--- config.mk ---
export PLATFORM = sky130hd
export DESIGN_NAME = nmea_gll_position_parser
export DESIGN_NICKNAME = d
export VERILOG_FILES = /design/src/sv/gll_pkg.sv /design/src/sv/gll_front.sv /design/src/sv/gll_scale.sv /design/src/sv/nmea_gll_position_parser.sv
export SDC_FILE = /design/constraint.sdc
export NUM_CORES = 2
export LEC_CHECK = 0
export BUFFER_PORTS_ARGS = -buffer_cell sky130_fd_sc_hd__buf_2
export CAP_MARGIN = 0
export CORE_ASPECT_RATIO = 1.25
export CORE_MARGIN = 3
export CORE_UTILIZATION = 55
export CTS_BUF_LIST = sky130_fd_sc_hd__clkbuf_8
export CTS_CLUSTER_DIAMETER = 30
export CTS_CLUSTER_SIZE = 24
export DETAILED_ROUTE_END_ITERATION = 8
export PLACE_DENSITY = 0.76
export SLEW_MARGIN = 15
export SYNTH_ARGS = -nofsm -noshare
export SYNTH_HDL_FRONTEND = slang
export SYNTH_SLANG_ARGS = --single-unit
--- constraint.sdc ---
create_clock -name clk -period 19.5 [get_ports clk]
set_clock_uncertainty 0.15 [all_clocks]
set_input_delay 1.95 -clock clk [delete_from_list [all_inputs] [get_ports clk]]
set_output_delay 1.95 -clock clk [all_outputs]
set_load 0.01 [all_outputs]
--- src/sv/gll_pkg.sv ---
package gll_pkg;

	// Number of minute fraction digits kept (1 to 7)
	localparam int FRAC_DIGITS = 5;

	// Accumulator and datapath widths
	localparam int DEG_W   = 10;
	localparam int MIN_W   = 7;
	localparam int FRAC_W  = 24;
	localparam int CNT_W   = 4;
	localparam int HAVE_W  = 3;
	localparam int FLD_W   = 3;
	localparam int TIME_W  = 7;
	localparam int DIGIT_W = 4;
	localparam int FP_W    = 2 * FRAC_W;
	localparam int M_W     = 30;
	localparam int X_W     = M_W - 2;
	localparam int P_W     = X_W + 32;
	localparam int Q_W     = 25;
	localparam int DTERM_W = 34;
	localparam int MAG_W   = 31;

	// Characters
	localparam logic [7:0] CH_DOLLAR = 8'h24;
	localparam logic [7:0] CH_COMMA  = 8'h2C;
	localparam logic [7:0] CH_STAR   = 8'h2A;
	localparam logic [7:0] CH_POINT  = 8'h2E;
	localparam logic [7:0] CH_ZERO   = 8'h30;
	localparam logic [7:0] CH_NINE   = 8'h39;
	localparam logic [7:0] CH_SOUTH  = 8'h53;
	localparam logic [7:0] CH_WEST   = 8'h57;
	localparam logic [7:0] CH_VOID   = 8'h56;

	// Field positions within the sentence
	localparam logic [FLD_W-1:0] FLD_LAT      = 3'd1;
	localparam logic [FLD_W-1:0] FLD_LAT_HEMI = 3'd2;
	localparam logic [FLD_W-1:0] FLD_LON      = 3'd3;
	localparam logic [FLD_W-1:0] FLD_LON_HEMI = 3'd4;
	localparam logic [FLD_W-1:0] FLD_TIME     = 3'd5;
	localparam logic [FLD_W-1:0] FLD_STATUS   = 3'd6;
	localparam logic [FLD_W-1:0] FLD_LAST     = 3'd7;

	// Digit counting limits
	localparam logic [CNT_W-1:0] LAT_DEG_DIGITS = 4'd2;
	localparam logic [CNT_W-1:0] LON_DEG_DIGITS = 4'd3;
	localparam logic [CNT_W-1:0] CNT_MAX        = 4'd15;
	localparam logic [CNT_W-1:0] FRAC_CNT       = CNT_W'(FRAC_DIGITS);
	localparam logic [HAVE_W-1:0] HAVE_MAX      = 3'd7;
	localparam logic [MIN_W-1:0] MIN_MAX        = 7'd99;

	// Scaling constants
	localparam logic [FRAC_W-1:0] SCALE7  = 24'd10000000;
	localparam logic [31:0]       RECIP15 = 32'h11111111;
	localparam logic [X_W-1:0]    DIV15   = X_W'(15);
	localparam logic [MAG_W-1:0]  LAT_LIMIT = 31'd900000000;
	localparam logic [MAG_W-1:0]  LON_LIMIT = 31'd1800000000;

	typedef enum logic [1:0] {
		SEL_NONE,
		SEL_LAT,
		SEL_LON
	} coord_sel_t;

	// Event carried down the conversion pipeline
	typedef struct packed {
		logic              restart;
		logic              star;
		coord_sel_t        sel;
		logic              lat_neg;
		logic              lon_neg;
		logic [TIME_W-1:0] hours;
		logic [TIME_W-1:0] minutes;
		logic [TIME_W-1:0] seconds;
		logic [7:0]        status;
	} ev_t;

	// Snapshot of a finished coordinate field
	typedef struct packed {
		logic [DEG_W-1:0]  deg;
		logic [MIN_W-1:0]  mint;
		logic [FRAC_W-1:0] frac;
		logic [HAVE_W-1:0] have;
	} coord_t;

	// 10^e for e in 0..7
	function automatic logic [FRAC_W-1:0] pow10(input logic [HAVE_W-1:0] e);
		logic [FRAC_W-1:0] p;
		unique case (e)
			3'd0: p = 24'd1;
			3'd1: p = 24'd10;
			3'd2: p = 24'd100;
			3'd3: p = 24'd1000;
			3'd4: p = 24'd10000;
			3'd5: p = 24'd100000;
			3'd6: p = 24'd1000000;
			default: p = 24'd10000000;
		endcase
		return p;
	endfunction

endpackage

--- src/sv/gll_front.sv ---
module gll_front (
	input  logic            clk,
	input  logic            arst_n,
	input  logic [7:0]      char_in,
	input  logic            take,
	input  logic            adv,
	output logic            vld_s1,
	output gll_pkg::ev_t    ev_s1,
	output gll_pkg::coord_t crd_s1
);
	import gll_pkg::*;

	// Sentence and field state
	logic                           in_sent_q, in_sent_d;
	logic [FLD_W-1:0]               fld_q, fld_d;
	logic [DEG_W-1:0]               deg_q, deg_d;
	logic [MIN_W-1:0]               mint_q, mint_d;
	logic [FRAC_W-1:0]              frac_q, frac_d;
	logic [CNT_W-1:0]               cnt_q, cnt_d;
	logic                           point_q, point_d;
	logic                           lat_neg_q, lat_neg_d;
	logic                           lon_neg_q, lon_neg_d;
	logic [5:0][DIGIT_W-1:0]        tdig_q, tdig_d;
	logic [7:0]                     status_q, status_d;
	logic                           taken_q, taken_d;

	logic                 is_digit;
	logic [DIGIT_W-1:0]   dig;
	logic [CNT_W-1:0]     deg_lim;
	logic [9:0]           mint_sum;
	coord_sel_t           fin_sel;
	logic                 ev_vld;
	ev_t                  ev;
	coord_t               crd;

	assign is_digit = (char_in >= CH_ZERO) && (char_in <= CH_NINE);
	assign dig      = DIGIT_W'(char_in - CH_ZERO);
	assign deg_lim  = (fld_q == FLD_LAT) ? LAT_DEG_DIGITS : LON_DEG_DIGITS;
	assign mint_sum = {3'b0, mint_q} * 10'd10 + {6'b0, dig};
	assign fin_sel  = (fld_q == FLD_LAT) ? SEL_LAT :
	                  (fld_q == FLD_LON) ? SEL_LON : SEL_NONE;

	// Snapshot of the field being closed
	assign crd.deg  = deg_q;
	assign crd.mint = mint_q;
	assign crd.frac = frac_q;
	assign crd.have = point_q ? cnt_q[HAVE_W-1:0] : '0;

	// Character decode and next state
	always_comb begin
		in_sent_d = in_sent_q;
		fld_d     = fld_q;
		deg_d     = deg_q;
		mint_d    = mint_q;
		frac_d    = frac_q;
		cnt_d     = cnt_q;
		point_d   = point_q;
		lat_neg_d = lat_neg_q;
		lon_neg_d = lon_neg_q;
		tdig_d    = tdig_q;
		status_d  = status_q;
		taken_d   = taken_q;

		ev_vld     = 1'b0;
		ev.restart = 1'b0;
		ev.star    = 1'b0;
		ev.sel     = SEL_NONE;
		ev.lat_neg = lat_neg_q;
		ev.lon_neg = lon_neg_q;
		ev.hours   = {3'b0, tdig_q[5]} * 7'd10 + {3'b0, tdig_q[4]};
		ev.minutes = {3'b0, tdig_q[3]} * 7'd10 + {3'b0, tdig_q[2]};
		ev.seconds = {3'b0, tdig_q[1]} * 7'd10 + {3'b0, tdig_q[0]};
		ev.status  = taken_q ? status_q : CH_STAR;

		if (char_in == CH_DOLLAR) begin
			// new sentence drops everything
			ev_vld     = 1'b1;
			ev.restart = 1'b1;
			in_sent_d  = 1'b1;
			fld_d      = '0;
			deg_d      = '0;
			mint_d     = '0;
			frac_d     = '0;
			cnt_d      = '0;
			point_d    = 1'b0;
			lat_neg_d  = 1'b0;
			lon_neg_d  = 1'b0;
			tdig_d     = '0;
			status_d   = CH_VOID;
			taken_d    = 1'b0;
		end else if (in_sent_q) begin
			if (char_in == CH_COMMA || char_in == CH_STAR) begin
				// close the field; coordinates go down the pipeline
				ev_vld  = (fin_sel != SEL_NONE) || (char_in == CH_STAR);
				ev.sel  = fin_sel;
				ev.star = (char_in == CH_STAR);
				deg_d   = '0;
				mint_d  = '0;
				frac_d  = '0;
				cnt_d   = '0;
				point_d = 1'b0;
				if (char_in == CH_STAR) begin
					in_sent_d = 1'b0;
				end else if (fld_q != FLD_LAST) begin
					fld_d = fld_q + 1'b1;
				end
			end else begin
				unique case (fld_q)
					FLD_LAT, FLD_LON: begin
						if (is_digit) begin
							if (point_q) begin
								if (cnt_q < FRAC_CNT) begin
									frac_d = FRAC_W'(frac_q * 10 + dig);
									cnt_d  = cnt_q + 1'b1;
								end
							end else begin
								if (cnt_q < deg_lim) begin
									deg_d = DEG_W'(deg_q * 10 + dig);
								end else begin
									mint_d = (mint_sum > 10'(MIN_MAX)) ? MIN_MAX
									                                  : mint_sum[MIN_W-1:0];
								end
								if (cnt_q < CNT_MAX) begin
									cnt_d = cnt_q + 1'b1;
								end
							end
						end else if (char_in == CH_POINT && !point_q) begin
							point_d = 1'b1;
							cnt_d   = '0;
						end
					end
					FLD_LAT_HEMI, FLD_LON_HEMI: begin
						// only the first character of the field counts
						if (cnt_q == '0) begin
							cnt_d = CNT_W'(1);
							if (fld_q == FLD_LAT_HEMI && char_in == CH_SOUTH) begin
								lat_neg_d = 1'b1;
							end
							if (fld_q == FLD_LON_HEMI && char_in == CH_WEST) begin
								lon_neg_d = 1'b1;
							end
						end
					end
					FLD_TIME: begin
						if (is_digit) begin
							if (!point_q) begin
								tdig_d = {tdig_q[4:0], dig};
							end
						end else if (char_in == CH_POINT) begin
							point_d = 1'b1;
						end
					end
					FLD_STATUS: begin
						if (!taken_q) begin
							status_d = char_in;
							taken_d  = 1'b1;
						end
					end
					default: begin
					end
				endcase
			end
		end
	end

	// Parser state registers
	always_ff @(posedge clk or negedge arst_n) begin
		if (!arst_n) begin
			in_sent_q <= 1'b0;
			fld_q     <= '0;
			deg_q     <= '0;
			mint_q    <= '0;
			frac_q    <= '0;
			cnt_q     <= '0;
			point_q   <= 1'b0;
			lat_neg_q <= 1'b0;
			lon_neg_q <= 1'b0;
			tdig_q    <= '0;
			status_q  <= CH_VOID;
			taken_q   <= 1'b0;
		end else if (take) begin
			in_sent_q <= in_sent_d;
			fld_q     <= fld_d;
			deg_q     <= deg_d;
			mint_q    <= mint_d;
			frac_q    <= frac_d;
			cnt_q     <= cnt_d;
			point_q   <= point_d;
			lat_neg_q <= lat_neg_d;
			lon_neg_q <= lon_neg_d;
			tdig_q    <= tdig_d;
			status_q  <= status_d;
			taken_q   <= taken_d;
		end
	end

	// Event register, first pipeline stage
	always_ff @(posedge clk or negedge arst_n) begin
		if (!arst_n) begin
			vld_s1 <= 1'b0;
		end else if (adv) begin
			vld_s1 <= take && ev_vld;
		end
	end

	always_ff @(posedge clk) begin
		if (adv) begin
			ev_s1  <= ev;
			crd_s1 <= crd;
		end
	end

endmodule

--- src/sv/gll_scale.sv ---
module gll_scale (
	input  logic                       clk,
	input  logic                       arst_n,
	input  logic                       adv,
	input  logic                       vld_s1,
	input  gll_pkg::ev_t               ev_s1,
	input  gll_pkg::coord_t            crd_s1,
	output logic                       vld_s5,
	output gll_pkg::ev_t               ev_s5,
	output logic [gll_pkg::MAG_W-1:0]  mag_s5
);
	import gll_pkg::*;

	logic vld_s2, vld_s3, vld_s4;
	ev_t  ev_s2, ev_s3, ev_s4;

	logic [M_W-1:0]     m_s2;
	logic [DTERM_W-1:0] dterm_s2, dterm_s3, dterm_s4;
	logic [X_W-1:0]     x_s3;
	logic [Q_W-1:0]     q0_s3, q_s4;

	// Stage 2: minutes scaled to 1e-7 units times 60
	logic [FRAC_W-1:0] pw;
	logic [FP_W-1:0]   frac_prod;
	logic [M_W-1:0]    mint_term;
	assign pw        = pow10(HAVE_MAX - crd_s1.have);
	assign frac_prod = FP_W'(crd_s1.frac) * FP_W'(pw);
	assign mint_term = M_W'(crd_s1.mint) * M_W'(SCALE7);

	// Stage 3: divide by 4, then estimate the quotient by 15
	logic [P_W-1:0] prod;
	assign prod = P_W'(m_s2[M_W-1:2]) * P_W'(RECIP15);

	// Stage 4: one correction step on the estimate
	logic [X_W-1:0] rem;
	assign rem = x_s3 - X_W'(q0_s3) * DIV15;

	// Stage 5: add degrees and clamp
	logic [DTERM_W-1:0] sum;
	logic [MAG_W-1:0]   lim;
	assign sum = dterm_s4 + DTERM_W'(q_s4);
	assign lim = (ev_s4.sel == SEL_LON) ? LON_LIMIT : LAT_LIMIT;

	// Valid bits
	always_ff @(posedge clk or negedge arst_n) begin
		if (!arst_n) begin
			vld_s2 <= 1'b0;
			vld_s3 <= 1'b0;
			vld_s4 <= 1'b0;
			vld_s5 <= 1'b0;
		end else if (adv) begin
			vld_s2 <= vld_s1;
			vld_s3 <= vld_s2;
			vld_s4 <= vld_s3;
			vld_s5 <= vld_s4;
		end
	end

	// Datapath registers
	always_ff @(posedge clk) begin
		if (adv) begin
			ev_s2    <= ev_s1;
			m_s2     <= M_W'(frac_prod) + mint_term;
			dterm_s2 <= DTERM_W'(crd_s1.deg) * DTERM_W'(SCALE7);

			ev_s3    <= ev_s2;
			x_s3     <= m_s2[M_W-1:2];
			q0_s3    <= prod[32 +: Q_W];
			dterm_s3 <= dterm_s2;

			ev_s4    <= ev_s3;
			q_s4     <= q0_s3 + Q_W'(rem >= DIV15);
			dterm_s4 <= dterm_s3;

			ev_s5    <= ev_s4;
			mag_s5   <= (sum > DTERM_W'(lim)) ? lim : sum[MAG_W-1:0];
		end
	end

endmodule

--- src/sv/nmea_gll_position_parser.sv ---
// Channel  | Handshake               | Payload
// ---------+-------------------------+---------------------------------------------
// char     | char_valid, char_stall  | char_in
// pos      | pos_valid, pos_stall    | latitude, longitude, hours, minutes,
//          |                         | seconds, status
//
// One character is taken every cycle while char_stall is low. A result appears on pos
// after its '*' is taken and has passed a decode register, four conversion stages
// (scale, estimate by 15, correct, add and clamp) and the output register.
// Reset clears all control state at once; no startup pass is needed.
// char_stall is raised only while a result waits on pos_stall and the next
// result has already reached the last conversion stage.
module nmea_gll_position_parser (
	input  logic               clk,
	input  logic               arst_n,
	input  logic               char_valid,
	output logic               char_stall,
	input  logic [7:0]         char_in,
	output logic               pos_valid,
	input  logic               pos_stall,
	output logic signed [30:0] latitude,
	output logic signed [31:0] longitude,
	output logic [6:0]         hours,
	output logic [6:0]         minutes,
	output logic [6:0]         seconds,
	output logic [7:0]         status
);
	import gll_pkg::*;

	logic             adv, take;
	logic             vld_s1, vld_s5;
	ev_t              ev_s1, ev_s5;
	coord_t           crd_s1;
	logic [MAG_W-1:0] mag_s5;

	logic [MAG_W-1:0]  lat_mag_q, lon_mag_q;
	logic              pos_valid_q;
	logic [MAG_W-1:0]  lat_q;
	logic [31:0]       lon_q;
	logic [TIME_W-1:0] hours_q, minutes_q, seconds_q;
	logic [7:0]        status_q;

	// Pipeline advances unless a second result would overrun the output
	assign adv        = !(pos_valid_q && pos_stall && vld_s5 && ev_s5.star);
	assign char_stall = !adv;
	assign take       = char_valid && adv;

	gll_front u_front (
		.clk    (clk),
		.arst_n (arst_n),
		.char_in(char_in),
		.take   (take),
		.adv    (adv),
		.vld_s1 (vld_s1),
		.ev_s1  (ev_s1),
		.crd_s1 (crd_s1)
	);

	gll_scale u_scale (
		.clk    (clk),
		.arst_n (arst_n),
		.adv    (adv),
		.vld_s1 (vld_s1),
		.ev_s1  (ev_s1),
		.crd_s1 (crd_s1),
		.vld_s5 (vld_s5),
		.ev_s5  (ev_s5),
		.mag_s5 (mag_s5)
	);

	// Coordinate magnitudes, possibly just finished by this item
	logic [MAG_W-1:0] lat_use, lon_use;
	assign lat_use = (ev_s5.sel == SEL_LAT) ? mag_s5 : lat_mag_q;
	assign lon_use = (ev_s5.sel == SEL_LON) ? mag_s5 : lon_mag_q;

	// Stored magnitudes of the current sentence
	always_ff @(posedge clk or negedge arst_n) begin
		if (!arst_n) begin
			lat_mag_q <= '0;
			lon_mag_q <= '0;
		end else if (adv && vld_s5) begin
			if (ev_s5.restart) begin
				lat_mag_q <= '0;
				lon_mag_q <= '0;
			end else begin
				if (ev_s5.sel == SEL_LAT) begin
					lat_mag_q <= mag_s5;
				end
				if (ev_s5.sel == SEL_LON) begin
					lon_mag_q <= mag_s5;
				end
			end
		end
	end

	// Output register
	always_ff @(posedge clk or negedge arst_n) begin
		if (!arst_n) begin
			pos_valid_q <= 1'b0;
		end else if (adv && vld_s5 && ev_s5.star) begin
			pos_valid_q <= 1'b1;
		end else if (!pos_stall) begin
			pos_valid_q <= 1'b0;
		end
	end

	always_ff @(posedge clk) begin
		if (adv && vld_s5 && ev_s5.star) begin
			lat_q     <= ev_s5.lat_neg ? -lat_use : lat_use;
			lon_q     <= ev_s5.lon_neg ? -{1'b0, lon_use} : {1'b0, lon_use};
			hours_q   <= ev_s5.hours;
			minutes_q <= ev_s5.minutes;
			seconds_q <= ev_s5.seconds;
			status_q  <= ev_s5.status;
		end
	end

	assign pos_valid = pos_valid_q;
	assign latitude  = $signed(lat_q);
	assign longitude = $signed(lon_q);
	assign hours     = hours_q;
	assign minutes   = minutes_q;
	assign seconds   = seconds_q;
	assign status    = status_q;

	// Input is held back only behind a waiting result
	a_stall_needs_result: assert property (@(posedge clk) disable iff (!arst_n)
		char_stall |-> pos_valid)
		else $error("char stalled with no result waiting");

	a_lat_range: assert property (@(posedge clk) disable iff (!arst_n)
		pos_valid |-> (latitude <= 31'sd900000000 && latitude >= -31'sd900000000))
		else $error("latitude out of range");

	a_lon_range: assert property (@(posedge clk) disable iff (!arst_n)
		pos_valid |-> (longitude <= 32'sd1800000000 && longitude >= -32'sd1800000000))
		else $error("longitude out of range");

	a_restart_clears: assert property (@(posedge clk) disable iff (!arst_n)
		(adv && vld_s5 && ev_s5.restart) |=> (lat_mag_q == '0 && lon_mag_q == '0))
		else $error("sentence restart did not clear coordinates");

endmodule

* Yosys cells after proc, flatten, opt, wreduce, memory -nomap -nowiden *
Index checks and enable logic that the tools add are counted.

word-level totals
  register bits = 684
  bits of input ports = 12

cells by class
  $add $sub $neg = 16
  $mul = 11
  $lt $le $gt $ge = 8
  eq/ne operators = 37
  muxes and demuxes = 94
  bitwise logic cells = 2
  reductions and logical operators = 49

operators with widths
  operator                number
  $mux 24                 13
  $mux 31                 8
  $pmux 24 s7             1
  $mux 10                 7
  $mul 28x29->57 const B  1
  $mux 7                  8
  $mux 8                  5
  $mux 4                  9
  $reduce_and 6->1        6
  $add 34x25->34          1
  $gt 34x31->1            1
  $mux 1                  34
  $eq 8x6->1 const B      4
  $neg 31->32             1
  $neg 31->31             1
  $add 30x30->30          1
  $mul 24x24->30          1
  $ge 28x4->1 const B     1
  $mul 25x4->28 const B   1
  $sub 28x28->28          1
  $mul 10x17->27 const B  1
  $add 25x1->25           1
  $add 24x4->24           1
  $mul 24x3->23 const B   1
  other kinds (49)        108

* Logic depth before layout (Yosys ltp) *
  depth in word-level cells = 11
  depth in mapped cells = 33
  gate-level depth less buffers = 33

* Hierarchy *
A second synthesis with hierarchy kept.

unflattened totals
  cell total of the unflattened synthesis = 5,076
  area total of the unflattened synthesis = 56,530.5 µm²

modules (own cells, without submodules)
  module                    times used  cells each  area each (µm²)
  gll_scale                 1           3,530       38,938.6
  gll_front                 1           887         9,786.9
  nmea_gll_position_parser  1           659         7,805.0

* Worst setup path after synthesis *
Ideal clock, no wire load.

  path kind = in2reg
  from = input port pos_stall
  to = register lon_mag_q[14]
  setup time = 66 ps
  data arrival time = 18,057 ps
  setup slack = 1,226 ps
  stages = 6
  cell sequence = nand4_1 -> clkbuf_1 -> nand2_1 -> nor3_1 -> clkbuf_1 -> a22o_1

on the way
  word-level cells in the longest chain between the ends = 5

RTL lines
  what                            RTL line                        text
  from (decl)                     nmea_gll_position_parser.sv:20  input logic pos_stall,
  $logic_and 1x1->1 (3 in a row)  nmea_gll_position_parser.sv:44  assign adv = !(pos_valid_q && pos_stall && vld_s5 && ev_s5.star);
  $logic_not 1->1                 nmea_gll_position_parser.sv:44
  $logic_and 1x1->1               nmea_gll_position_parser.sv:81  end else if (adv && vld_s5) begin
  to (signal assigned)            nmea_gll_position_parser.sv:90  lon_mag_q <= mag_s5;
  to (decl)                       nmea_gll_position_parser.sv:36  logic [MAG_W-1:0] lat_mag_q, lon_mag_q;

Every way passes these cells.
A chain may end at the register's enable or synchronous reset.

* Worst setup path in the final report *
  from = register, netlist name u_front.crd_s1[32]
  to = register u_scale.m_s2[29] (data pin)

on the way
  word-level cells in the longest chain between the ends = 2

RTL lines
  what                  RTL line         text
  $mul 7x17->23         gll_scale.sv:28  assign mint_term = M_W'(crd_s1.mint) * M_W'(SCALE7);
  $add 30x30->30        gll_scale.sv:63  m_s2 <= M_W'(frac_prod) + mint_term;
  to (signal assigned)  gll_scale.sv:63
  to (decl)             gll_scale.sv:17  logic [M_W-1:0] m_s2;

Every way passes these cells.

==> impl_metrics.env <==
export IMPL_crit_arrival_ps=9240
export IMPL_whs_ps=243
export IMPL_drive_above_1_share=0.0801
export IMPL_antenna_found_initial=1
export IMPL_wl_met2_um=61100
export IMPL_gp_congestion=0.958
export IMPL_cts_hold_buf=0
export IMPL_drt_vias_per_instance=5.52
export IMPL_cts_resized=0
export IMPL_wl_met3_um=5060
export IMPL_cts_post_setup_buffers_inserted=0
export IMPL_dp_cells=6318
export IMPL_yosysUniqueCellTypes=91
export IMPL_status="completed"
export IMPL_synth_nets=6155
export IMPL_irDropWorstVdd_mv=0.252
export IMPL_drc_errors=0
export IMPL_dr_pass1_iters=6
export IMPL_start_util=0.557
export IMPL_multi_input_area_mm2=0.0321
export IMPL_max_freq_mhz=112
export IMPL_drv_cap=0
export IMPL_clock_latency_ps=770
export IMPL_ant_nets=0
export IMPL_grt_util_all_layers=0.237
export IMPL_synthFlopType="edfxtp_1"
export IMPL_yosys_warnings=0
export IMPL_routedWlPerCell_um=18.5
export IMPL_syn_area_mm2=0.0555
export IMPL_worstSetupEndpointType="register"
export IMPL_setup_tns_ps=0
export IMPL_cts_tree="built"
export IMPL_clockBufferDepth=3
export IMPL_rsz0062_at_grt="false"
export IMPL_rows=129
export IMPL_highest_layer="met4"
export IMPL_critical_path_class="register to register"
export IMPL_dieArea_mm2=0.105
export IMPL_period_needed_ps=8920
export IMPL_grt_pass1_wl_um=199000
export IMPL_tightest_slew_ps=975
export IMPL_clock_sinks=682
export IMPL_grt_max_degree=196
export IMPL_async_flop_share=0.224
export IMPL_hp_class="register to register"
export IMPL_cpPeakStageDelay_ps=550
export IMPL_synth_edf_count=529
export IMPL_vias=36072
export IMPL_crit_fanout=8
export IMPL_dpl_instance_area_mm2=0.0575
export IMPL_cts_root_buf="clkbuf_8"
export IMPL_overflow=0
export IMPL_slowest_stage="edfxtp_1"
export IMPL_p_per_area_mw_per_mm2=158
export IMPL_nNetsFinal=6291
export IMPL_slew_headroom=0.350
export IMPL_grt_pass1_vias=38246
export IMPL_ys_seq_area_frac=0.355
export IMPL_p_leak_nw=29.6
export IMPL_die_x_um=290
export IMPL_finalHoldViolations=0
export IMPL_fillerInstances=7850
export IMPL_post_route_period_util=0.458
export IMPL_met1_length_um=48000
export IMPL_drv_slew=0
export IMPL_finalSetupViolations=0
export IMPL_crit_path_frequent_cell="fa_1"
export IMPL_totalWireLength_um=121000
export IMPL_regArea_mm2=0.0197
export IMPL_fin_cells=6540
export IMPL_drt_iter0_markers=2227
export IMPL_path_clk_slew_ps=80
export IMPL_coreArea_mm2=0.0996
export IMPL_crit_required_ps=19810
export IMPL_h_tree_depth=3
export IMPL_fin_area_mm2=0.0603
export IMPL_fp_dieH_um=361
export IMPL_hpwl_um=96500
export IMPL_cts_buffers=116
export IMPL_io_buffers=105
export IMPL_dp_slack_ps=10580
export IMPL_syn_inst=4990
export IMPL_cp_start_kind="register"
export IMPL_area_growth_pct=8.71
export IMPL_fin_ws_ps=10580
export IMPL_syn_area_per_cell_um2=11.1
export IMPL_pin_count=106
export IMPL_ys_seq_elements=682
-- worst max-delay path: cells and delay by family (launching register included) --
| kind | cells | cell delay, ps |
|---|---|---|
| compound gates | 11 | 2460 |
| buf+inv | 5 | 290 |
| flops | 1 | 550 |
| fa+ha+maj | 10 | 4460 |
| xor+xnor | 2 | 540 |
| simple gates | 2 | 190 |
-- stage by stage --
stage	power [W]	utilization
global route	0.0105	0.606
CTS	0.00958	0.606
global placement	0.00795	0.577
floorplan	0.00656	-
finish	0.00953	0.606
detailed placement	0.00803	0.577
-- sequential cells by signal, indices dropped and copies added, names as in the netlist, 28 cells and up --
name and count:
u_scale.ev_s4 35, latitude 31, u_scale.ev_s2 35, u_scale.ev_s5 35, longitude 32, u_front.ev_s1 35
u_scale.ev_s3 35, u_front.crd_s1 44, lon_mag_q 31, u_scale.mag_s5 31, lat_mag_q 31, u_scale.m_s2 28
u_scale.x_s3 28
-- path summary, 6_finish.rpt --
path / from / endpoint / slack (ps) / cells after the start
max in group asynchronous: arst_n / u_front.frac_q[15] / 16540 / 2
hold / removal: u_scale.ev_s4[4] / u_scale.ev_s5[4] / 240 / 0
min in group asynchronous: arst_n / lat_mag_q[1] / 1080 / 1
setup reg to reg: u_front.crd_s1[32] / u_scale.m_s2[29] / 10580 / 30
hold reg to reg: u_scale.ev_s4[4] / u_scale.ev_s5[4] / 240 / 0
setup / recovery: u_front.crd_s1[32] / u_scale.m_s2[29] / 10580 / 30
-- per-layer routing --
metal / GRT usage / up-vias
li1: - / 17001
met1: 0.287 / 17765
met2: 0.417 / 962
met3: 0.0266 / 344
met4: 0.126 / 0
met5: 0 / -
-- power breakdown --
group	internal, W	total, W	switching, W
sequential	0.00188	0.00209	0.000214
combinational	0.00249	0.00596	0.00347
clock	0.000777	0.00148	0.000705
total	0.00515	0.00953	0.00439
-- layout make-up --
| cell class | instances | area share |
|---|---|---|
| tap | 1310 | 0.0272 |
| antenna | 1 | 0.0000415 |
| inverter | 868 | 0.0540 |
| timing repair buffer | 140 | 0.0134 |
| clock inverter | 104 | 0.0199 |
| multi-input combinational | 3318 | 0.532 |
| sequential | 682 | 0.327 |
| clock buffer | 117 | 0.0267 |
-- Yosys cell counts (all sizes together), types with 5 or more instances --
cell type / n / area (µm²)
clkbuf: 109 / 409
nand2b: 42 / 263
mux2i: 70 / 701
o31a: 5 / 43.8
a2111oi: 6 / 53.8
nand3: 59 / 295
o21a: 26 / 195
or2: 19 / 119
a31oi: 20 / 125
nor4: 20 / 125
o22ai: 10 / 62.6
nor3: 74 / 370
buf: 13 / 73.8
nor3b: 6 / 45.0
inv: 867 / 3250
nor4b: 5 / 43.8
o31ai: 41 / 308
a41oi: 5 / 43.8
ha: 618 / 7730
a21o: 62 / 465
and3: 48 / 300
nor2b: 49 / 307
nand4: 33 / 206
fa: 535 / 10700
edfxtp: 529 / 15900
a21oi: 147 / 739
o221ai: 5 / 43.8
and2: 216 / 1350
xnor2: 187 / 1640
o211a: 6 / 60.1
o21ai: 188 / 941
nand2: 347 / 1300
and4: 7 / 61.3
a211oi: 15 / 118
xor2: 109 / 955
nand3b: 5 / 37.5
nor2: 146 / 556
a22o: 49 / 429
o32ai: 5 / 43.8
or3: 10 / 62.6
o21bai: 20 / 150
o211ai: 12 / 90.1
mux2: 25 / 319
a211o: 9 / 78.8
dfrtp: 149 / 3730
-- cell usage in the layout, fill, tap and decap left out, types with 104 or more instances in the layout --
cell type	instances
xnor2_1	187
nor2_1	144
fa_1	535
o21ai_0	180
ha_1	618
nand2_1	347
clkbuf_8	117
inv_1	870
and2_1	216
edfxtp_1	529
dfrtp_1	149
xor2_1	109
a21oi_1	143
buf_2	104
-- cells by family (layout without fill, tap and decap cells) --
family	count (synthesis)	after routing	synth area share
mux	95	95	0.0184
fa+ha+maj	1153	1153	0.332
buf+inv	990	1229	0.0674
other cells	1	2	0.0000676
simple gates	1094	1094	0.0994
flops	682	682	0.355
compound gates	678	678	0.0798
xor+xnor	297	297	0.0471
Power figures use the tool's default switching activity.
